$ cat src/hdl/hlne_pkg.sv
// ----------------------------------------------------------------------------
// hlne_pkg
// Shared types, operation codes, the logistic table and a saturation helper.
// ----------------------------------------------------------------------------
package hlne_pkg;

  localparam int TAPS       = 16;
  localparam int TAP_W      = 4;
  localparam int VAL_W      = 16;
  localparam int NODE_MAX_W = 8;
  localparam int ACT_MAX_W  = 7;

  localparam logic [1:0] OP_SET_INPUT = 2'd0;
  localparam logic [1:0] OP_LOAD      = 2'd1;
  localparam logic [1:0] OP_RUN       = 2'd2;
  localparam logic [1:0] OP_LEARN     = 2'd3;

  typedef struct packed {
    logic                  wr_input;
    logic                  wr_weight;
    logic                  issue;
    logic                  learn;
    logic                  first_layer;
    logic [NODE_MAX_W-1:0] node;
    logic [TAP_W-1:0]      tap;
    logic [ACT_MAX_W-1:0]  prev_base;
    logic                  acc_clr;
    logic                  wb;
    logic                  wb_out;
    logic [2:0]            out_num;
    logic                  out_last;
    logic                  z_rd;
    logic                  z_mul;
    logic                  z_round;
    logic                  z_tab;
    logic                  z_rg;
  } hlne_cmd_t;

  typedef struct packed {
    logic pipe_empty;
  } hlne_stat_t;

  // logistic(x) - 0.5 in Q4.12 at steps of 0.5
  function automatic logic [10:0] half_logistic(input logic [4:0] idx);
    logic [10:0] v;
    case (idx)
      5'd0:    v = 11'd0;
      5'd1:    v = 11'd502;
      5'd2:    v = 11'd946;
      5'd3:    v = 11'd1301;
      5'd4:    v = 11'd1560;
      5'd5:    v = 11'd1737;
      5'd6:    v = 11'd1854;
      5'd7:    v = 11'd1928;
      5'd8:    v = 11'd1974;
      5'd9:    v = 11'd2003;
      5'd10:   v = 11'd2021;
      5'd11:   v = 11'd2031;
      5'd12:   v = 11'd2038;
      5'd13:   v = 11'd2042;
      5'd14:   v = 11'd2044;
      5'd15:   v = 11'd2046;
      default: v = 11'd2047;
    endcase
    return v;
  endfunction

  function automatic logic signed [15:0] sat16(input logic signed [47:0] v);
    logic signed [15:0] r;
    if (v > 48'sd32767) r = 16'sh7fff;
    else if (v < -48'sd32768) r = 16'sh8000;
    else r = v[15:0];
    return r;
  endfunction

endpackage

$ cat src/hdl/hlne_ctrl.sv
// ----------------------------------------------------------------------------
// hlne_ctrl
// Sequencer: walks neurodes and taps for run and learn items.
// ----------------------------------------------------------------------------
module hlne_ctrl import hlne_pkg::*; #(
  parameter int INPUT_COUNT  = 16,
  parameter int PER_LAYER    = 16,
  parameter int LAYER_COUNT  = 4,
  parameter int OUTPUT_COUNT = 8
) (
  input  logic       clk,
  input  logic       rst_n,
  input  logic       start,
  input  logic [1:0] op,
  input  hlne_stat_t stat,
  output logic       busy,
  output hlne_cmd_t  cmd
);

  localparam logic [3:0] S_IDLE    = 4'd0;
  localparam logic [3:0] S_R_TAP   = 4'd1;
  localparam logic [3:0] S_R_DRAIN = 4'd2;
  localparam logic [3:0] S_R_WB    = 4'd3;
  localparam logic [3:0] S_L_ACT   = 4'd4;
  localparam logic [3:0] S_L_MULZ  = 4'd5;
  localparam logic [3:0] S_L_Z     = 4'd6;
  localparam logic [3:0] S_L_TAB   = 4'd7;
  localparam logic [3:0] S_L_RG    = 4'd8;
  localparam logic [3:0] S_L_TAP   = 4'd9;
  localparam logic [3:0] S_L_DRAIN = 4'd10;

  logic [3:0]            state_r, state_nxt;
  logic [NODE_MAX_W-1:0] node_r, node_nxt;
  logic [3:0]            layer_r, layer_nxt;
  logic [3:0]            pos_r, pos_nxt;
  logic [TAP_W-1:0]      tap_r, tap_nxt;
  logic [ACT_MAX_W-1:0]  base_r, base_nxt;
  logic                  accept;
  logic                  first;
  logic                  last_tap;
  logic                  out_layer;

  assign busy      = (state_r != S_IDLE);
  assign accept    = start && !busy;
  assign first     = (layer_r == 4'd0);
  assign out_layer = (layer_r == 4'(LAYER_COUNT));
  assign last_tap  = first ? (tap_r == 4'(INPUT_COUNT - 1)) : (tap_r == 4'(PER_LAYER - 1));

  always_comb begin
    state_nxt = state_r;
    node_nxt  = node_r;
    layer_nxt = layer_r;
    pos_nxt   = pos_r;
    tap_nxt   = tap_r;
    base_nxt  = base_r;

    cmd             = '0;
    cmd.wr_input    = accept && (op == OP_SET_INPUT);
    cmd.wr_weight   = accept && (op == OP_LOAD);
    cmd.node        = node_r;
    cmd.tap         = tap_r;
    cmd.prev_base   = base_r;
    cmd.first_layer = first;
    cmd.learn       = (state_r == S_L_TAP) || (state_r == S_L_DRAIN);
    cmd.out_num     = pos_r[2:0];
    cmd.out_last    = (pos_r == 4'(OUTPUT_COUNT - 1));

    unique case (state_r)
      S_IDLE: begin
        node_nxt  = '0;
        layer_nxt = '0;
        pos_nxt   = '0;
        tap_nxt   = '0;
        base_nxt  = '0;
        if (accept && op == OP_RUN) begin
          cmd.acc_clr = 1'b1;
          state_nxt   = S_R_TAP;
        end else if (accept && op == OP_LEARN) begin
          state_nxt = S_L_ACT;
        end
      end
      S_R_TAP, S_L_TAP: begin
        cmd.issue = 1'b1;
        tap_nxt   = tap_r + 4'd1;
        if (last_tap) begin
          state_nxt = (state_r == S_R_TAP) ? S_R_DRAIN : S_L_DRAIN;
        end
      end
      S_R_DRAIN: begin
        if (stat.pipe_empty) state_nxt = S_R_WB;
      end
      S_R_WB, S_L_DRAIN: begin
        if (state_r == S_R_WB) begin
          cmd.wb      = 1'b1;
          cmd.wb_out  = out_layer;
          cmd.acc_clr = 1'b1;
        end
        if (state_r == S_R_WB || stat.pipe_empty) begin
          tap_nxt  = '0;
          node_nxt = node_r + 8'd1;
          if (state_r == S_R_WB && out_layer && pos_r == 4'(OUTPUT_COUNT - 1)) begin
            state_nxt = S_IDLE;
          end else if (state_r == S_L_DRAIN && layer_r == 4'(LAYER_COUNT - 1) &&
                       pos_r == 4'(PER_LAYER - 1)) begin
            state_nxt = S_IDLE;
          end else begin
            state_nxt = (state_r == S_R_WB) ? S_R_TAP : S_L_ACT;
            if (!out_layer && pos_r == 4'(PER_LAYER - 1)) begin
              layer_nxt = layer_r + 4'd1;
              pos_nxt   = '0;
              base_nxt  = first ? '0 : base_r + 7'(PER_LAYER);
            end else begin
              pos_nxt = pos_r + 4'd1;
            end
          end
        end
      end
      S_L_ACT: begin
        cmd.z_rd  = 1'b1;
        state_nxt = S_L_MULZ;
      end
      S_L_MULZ: begin
        cmd.z_mul = 1'b1;
        state_nxt = S_L_Z;
      end
      S_L_Z: begin
        cmd.z_round = 1'b1;
        state_nxt   = S_L_TAB;
      end
      S_L_TAB: begin
        cmd.z_tab = 1'b1;
        state_nxt = S_L_RG;
      end
      S_L_RG: begin
        cmd.z_rg  = 1'b1;
        state_nxt = S_L_TAP;
      end
      default: begin
        state_nxt = S_IDLE;
      end
    endcase
  end

  always_ff @(posedge clk) begin
    if (!rst_n) begin
      state_r <= S_IDLE;
      node_r  <= '0;
      layer_r <= '0;
      pos_r   <= '0;
      tap_r   <= '0;
      base_r  <= '0;
    end else begin
      state_r <= state_nxt;
      node_r  <= node_nxt;
      layer_r <= layer_nxt;
      pos_r   <= pos_nxt;
      tap_r   <= tap_nxt;
      base_r  <= base_nxt;
    end
  end

endmodule

$ cat config.mk
export PLATFORM = sky130hd
export DESIGN_NAME = hlne_ctrl
export DESIGN_NICKNAME = d
export VERILOG_FILES = /design/src/hdl/hlne_pkg.sv /design/src/hdl/hlne_ctrl.sv
export SDC_FILE = /design/constraint.sdc
export NUM_CORES = 1
export LEC_CHECK = 0
export BUFFER_PORTS_ARGS = -buffer_cell sky130_fd_sc_hd__buf_2
export CAP_MARGIN = 15
export CORE_MARGIN = 8
export CORE_UTILIZATION = 48
export CTS_CLUSTER_DIAMETER = 40
export DETAILED_ROUTE_END_ITERATION = 7
export PLACE_DENSITY = 0.76
export SKIP_LAST_GASP = 1
export SYNTH_ARGS = -nofsm -noshare
export SYNTH_HDL_FRONTEND = slang
export SYNTH_SLANG_ARGS = --single-unit
export TNS_END_PERCENT = 100
$ cat constraint.sdc
create_clock -name clk -period 1.8 [get_ports clk]
set_input_delay 0.18 -clock clk [delete_from_list [all_inputs] [get_ports clk]]
set_output_delay 0.18 -clock clk [all_outputs]
set_load 0.05 [all_outputs]
==> impl_metrics.toml, run 1 <==
[detailed_routing]
route.detailed.wl_per_inst_um = 14.1
drtPass1Iterations = 4
drc = 0
drt-vias-per-instance = 5.36
initialDrtViolationCount = 88
drt-total-wl_um = 4470
ant_nets = 0
via_count = 1700

[sta]
slew_viol_final = 0
layout_setup_ws_ns = -0.173
timing.final.crit_share_pct = 110
max_freq_mhz = 507
setup_viol_count_final = 14
final_hold_viol_count = 0
grt_setup_unrepaired = "yes"
fin_crit_ns = 1.97
fin_skew_ns = 0.00611

[setup_path]
crit_type = "register to primary output"
worstPathCellList = "or4_4 > buf_4 > o21ai_4 > buf_8"
r2r-start = "state_r[3]"
worstRegToRegCells = 6
rrSetupSlack_ns = -0.05
slowest_delay_ns = 0.59
crit_family = "simple AND/OR/NAND/NOR gates"
path_buf_inv = 2
critical_path.slowest_cell = "or4_4"
worst_setup_path_start_kind = "register"
required_ns = 1.62
crit_arrival_ns = 1.79
crit_fanout = 4
r2r-end = "pos_r[0]"
end_kind = "primary output"

[global_routing]
grt_start_max_net_pins = 15
grt.overflow.total = 0
grt_pass1_vias = 1649
grt_first_pass_wirelength_um = 7220
grt_antenna_before_repair = 0
grtUsageTotal_pct = 15.7

[floorplanning]
core_area_um2 = 3360
rows = 21
die-area_um2 = 5710
io_pins = 43
die_y_um = 75.5
dieWidth_um = 75.5
start_util_pct = 50.6

[power_and_ir_drop]
p_per_area_nw_per_um2 = 1190
ir_worst_vdd_mv = 0.565
cellLeakagePower_nw = 1.04
p_total_mw = 2.83

[finish]
n_antenna_cell = 0
postLayoutCellArea_um2 = 2370
drive_above_1_share_pct = 41.0
area_growth_pct = 39.5
nNetsFinal = 284
fillers = 292
post-route-util_pct = 70.6

[placed_design]
post_dp_cell_area_um2 = 2140
post-dp-hpwl_um = 3180
portBuffers = 38
place_congestion = 0.795
dp_slack_ns = -0.0672

[clock_tree]
clkTransAtPathRegs_ns = 0.14
cts_max_level = 1
cts_made_buffers = 3
cts_buffer_depth = 2
clk_latency_ns = 0.32
hold_buffers = 0
cts-root-buf = "clkbuf_4"
cts_tree = "done"
numClockSinks = 27

[synthesis]
ys_types = 53
synth_top_cell_area_share_pct = 31.8
yosysTopAreaCell = "dfxtp_1"
syn_inst = 206
syn-cell-area_um2 = 1700
ys_seq_area_share_pct = 31.8
syn_avg_cell_area_um2 = 8.26
ys_ff_latch = 27
synth_warnings = 0
synth-edff-count = 0
async_flop_share_pct = 0
synthFlopType = "dfxtp_1"
synthTopCellsByArea = "dfxtp_1 32%, ha_1 4.4%, nand2_1 4.4%"

[outcome]
violations = "negative setup slack"
status = "complete, but fails checks"

[worst_hold_path]
hold_end = "pos_r[1]"
hp-start = "rst_n"
hold_depth = 2
min_path_type = "input port to register"

[flow_run]
cap_viol_max_count = 0
==> timing repair <==
item | 4_1_cts | 5_1_grt
endpoints found under the setup margin | 15 | 29
buffers inserted | 7 | 2
pin swaps | 5 | 6
resized for setup | 30 | 12
gates cloned | 1 | 0
==> Yosys cell counts (all sizes together) (2+ instances only) <==
cell     n
a31oi    3
nor4bb   2
a311o    2
nor3     5
nor3b    2
nand2b   3
mux2i    2
nor2    18
nand3b   4
ha       6
xor2     6
inv      8
nand2   20
dfxtp   27
buf     14
clkbuf   4
and3     3
and3b    2
a21boi   4
nor2b    3
and2     4
a21oi    6
or3      6
nand3    9
xnor2    5
nand4    7
o21ai    8
o21a     5
o21ba    2
==> stage by stage <==
step	hold WS [ns]	std cells	setup TNS [ns]
after floorplan	0.326	209	-0.427
after global placement	0.469	303	-0.00237
after detailed placement	0.475	303	-0.147
after CTS	0.155	315	-0.780
after global routing	0.153	317	-2.37
final	0.166	317	-0.773
==> layout by cell type (no fill, tap or decap), types with 5 or more instances in the layout <==
cell type	count
buf_4	32
buf_2	30
nand2_1	20
nor3_2	5
nand4_1	7
o21a_1	5
inv_1	6
a21oi_1	5
or3_1	5
nor2_1	16
o21ai_0	5
ha_1	6
buf_6	10
xor2_1	6
dfxtp_1	22
xnor2_1	5
nand3_1	6
==> state kept, by name (all words and copies together), names as in the netlist <==
signal / cells
pos_r: 4
layer_r: 4
base_r: 3
tap_r: 4
node_r: 8
state_r: 4
==> where the power goes <==
part | internal (mW) | switching, mW
Clock | 0.0867 | 0.173
Sequential | 0.639 | 0.0491
Combinational | 0.851 | 1.04
Total | 1.58 | 1.26
==> worst max-delay path by stage <==
stage	from	end	slack, ns	depth (start not counted)
after floorplan	state_r[3]	cmd[34]	-0.21	4
after global placement	state_r[1]	cmd[11]	-0.002	6
after detailed placement	state_r[3]	base_r[5]	-0.07	5
after CTS	state_r[3]	cmd[34]	-0.17	3
after global routing	state_r[0]	cmd[11]	-0.21	5
final	state_r[3]	cmd[11]	-0.17	4
==> cell families after synthesis <==
logic type               share of synthesized area [%]
AND/OR/NAND/NOR                                   30.2
AO/OA/AOI/OAI                                     18.0
flip-flops                                        31.8
buffers and inverters                             8.53
XOR/XNOR                                          5.66
adder cells (fa/ha/maj)                           4.41
multiplexers                                      1.18
other                                            0.220
==> worst reg2reg max path, stage by stage (launching register included) <==
cell and delay (ns):
dfxtp_4 0.38, buf_6 0.13, buf_4 0.14, xnor2_1 0.14
a2111o_1 0.52, or3_1 0.39, a21boi_1 0.12
==> metal layers <==
| layer | GRT usage [%] | vias up | share of wire, % |
|---|---|---|---|
| li1 | - | 849 | - |
| met1 | 20.1 | 802 | 45 |
| met2 | 26.6 | 42 | 50 |
| met3 | 1.84 | 7 | 4.5 |
| met4 | 5.33 | 0 | 1.0 |
| met5 | 0 | - | 0 |
==> layout make-up <==
type	instances	area [um2]	area share [%]
Timing Repair Buffer	75	548	23.1
Sequential cell	27	552	23.2
Inverter	8	33.8	1.42
Tap cell	46	57.6	2.42
Clock buffer	4	26.3	1.11
Multi-Input combinational cell	157	1160	48.7
Power figures use the tool's default switching activity.
==> run 2, diff against run 1 <==
CORE_ASPECT_RATIO = 1.5   (was default)
CORE_UTILIZATION = 57   (was 48)
PLACE_DENSITY = 0.85   (was 0.76)
clock period = 2.5 ns   (was 1.8 ns; I/O delays follow)
==> run 2 against run 1 <==
Final area fell by 19%. Critical endpoint is now cmd[34]. Clock-buffer cell count unchanged. Critical path type unchanged. Largest cell class unchanged. The flow now finishes without violations. Wire length down 15%.
==> impl_metrics.toml, run 2 (same netlist as run 1, synthesis figures left out) <==
[detailed_routing]
drt-total-wl_um = 3800
drc = 0
initialDrtViolationCount = 44
drt-vias-per-instance = 5.49
via_count = 1516
ant_nets = 0
drtPass1Iterations = 4
route.detailed.wl_per_inst_um = 13.8

[clock_tree]
clk_latency_ns = 0.27
cts_max_level = 1
numClockSinks = 27
hold_buffers = 0
cts-root-buf = "clkbuf_8"
cts_made_buffers = 3
cts_tree = "done"
clkTransAtPathRegs_ns = 0.09
cts_resized = 0
cts_setup_buffers = 0
cts_buffer_depth = 2

[floorplanning]
die_y_um = 82.9
io_pins = 43
die-area_um2 = 5030
core_area_um2 = 2880
dieWidth_um = 60.6
start_util_pct = 59.0
rows = 24

[placed_design]
post-dp-hpwl_um = 2880
place_congestion = 0.863
portBuffers = 38
dp_slack_ns = 0.380

[setup_path]
required_ns = 2.25
crit_type = "register to primary output"
cp-endpoint = "cmd[34]"
crit_fanout = 18
crit_arrival_ns = 2.09
rrSetupSlack_ns = 0.34
end_kind = "primary output"
worst_setup_path_start_kind = "register"
crit_start = "state_r[3]"
r2r-end = "layer_r[3]"
r2r-start = "state_r[3]"
worstRegToRegCells = 5

[power_and_ir_drop]
ir_worst_vdd_mv = 0.696
cellLeakagePower_nw = 0.847
p_per_area_nw_per_um2 = 842

[global_routing]
grt_pass1_vias = 1477
grt.overflow.total = 0
grtUsageTotal_pct = 15.4
grt_start_max_net_pins = 21
grt_first_pass_wirelength_um = 6330
grt_antenna_before_repair = 0

[finish]
nNetsFinal = 250
final_cell_mix = "38 x buf_2, 27 x dfxtp_1, 20 x nand2_1, 18 x nor2_1, 8 x inv_1"
area_growth_pct = 13.6
regMostFlops = "node_r"
layout.cells.most_common = "buf_2"
drive_above_1_share_pct = 22.8
largest_register_ff_count = 8
n_antenna_cell = 0

[sta]
final_hold_viol_count = 0
timing.final.crit_share_pct = 93.5
max_freq_mhz = 428
tightestPinTransition_ns = 0.618
fin_skew_ns = 0.00380
slew_viol_final = 0
fin_crit_ns = 2.34
layout_setup_ws_ns = 0.163
maxSlewHeadroom_pct = 58.7
grt_setup_unrepaired = "no"
fin_setup_tns_ns = 0
setup_viol_count_final = 0

[outcome]
status = "completed"

[worst_hold_path]
min_path_type = "input port to register"

[flow_run]
cap_viol_max_count = 0
run 2: changes by cell type in the layout (fill, tap and decap cells not counted), sizes merged:
cell | before | now
buf | 75 | 42
clkinvlp | 1 | 0
inv | 7 | 8
nand3 | 10 | 9
run 2: worst max-delay path, stage by stage (launching register included):
cell      delay [ns]
dfxtp_1         0.49
or4_1           0.72
nor4bb_4        0.30
buf_2           0.30
run 2: worst min path at each step:
| stage | startpoint | slack (ns) | endpoint | cells after the start |
|---|---|---|---|---|
| finish | rst_n | 0.37 | pos_r[1] | 2 |
| floorplan | rst_n | 0.40 | base_r[4] | 2 |
| detailed placement | base_r[6] | 0.48 | base_r[6] | 2 |
| CTS | rst_n | 0.37 | pos_r[1] | 2 |
| global placement | base_r[5] | 0.47 | base_r[5] | 2 |
| global route | rst_n | 0.37 | state_r[3] | 2 |
run 2: area by class of cell:
cell class | count | area, um2
well taps | 39 | 48.8
repair buffers | 42 | 220
inverters | 8 | 30.0
fillers | 278 | 950
flip-flops and latches | 27 | 541
clock buffers | 4 | 45.0
multi-input cells | 156 | 1050
run 2: metal layers:
layer	track usage [%]	routed length [um]
met1	16.3	1590
met2	27.5	1900
met3	2.93	253
met4	6.61	61
met5	0	0
run 2: metrics by stage:
stage | power (mW) | instance area (um2) | hold WS [ns] | util, % | std cells
after floorplan | 1.23 | 1730 | 0.396 | - | 209
after global placement | 1.37 | 1890 | 0.466 | 65.5 | 272
after detailed placement | 1.39 | 1890 | 0.476 | 65.5 | 272
after CTS | 1.64 | 1930 | 0.369 | 67.1 | 276
after global routing | 1.73 | 1930 | 0.370 | 67.1 | 276
final | 1.63 | 1930 | 0.370 | 67.1 | 276
run 2: power by group:
group          switching, mW  total, mW  internal, mW  leakage [nW]
combinational          0.556      0.840         0.284         0.606
sequential            0.0889      0.543         0.455         0.218
clock                  0.130      0.244         0.114        0.0228
total                  0.776       1.63         0.852         0.847
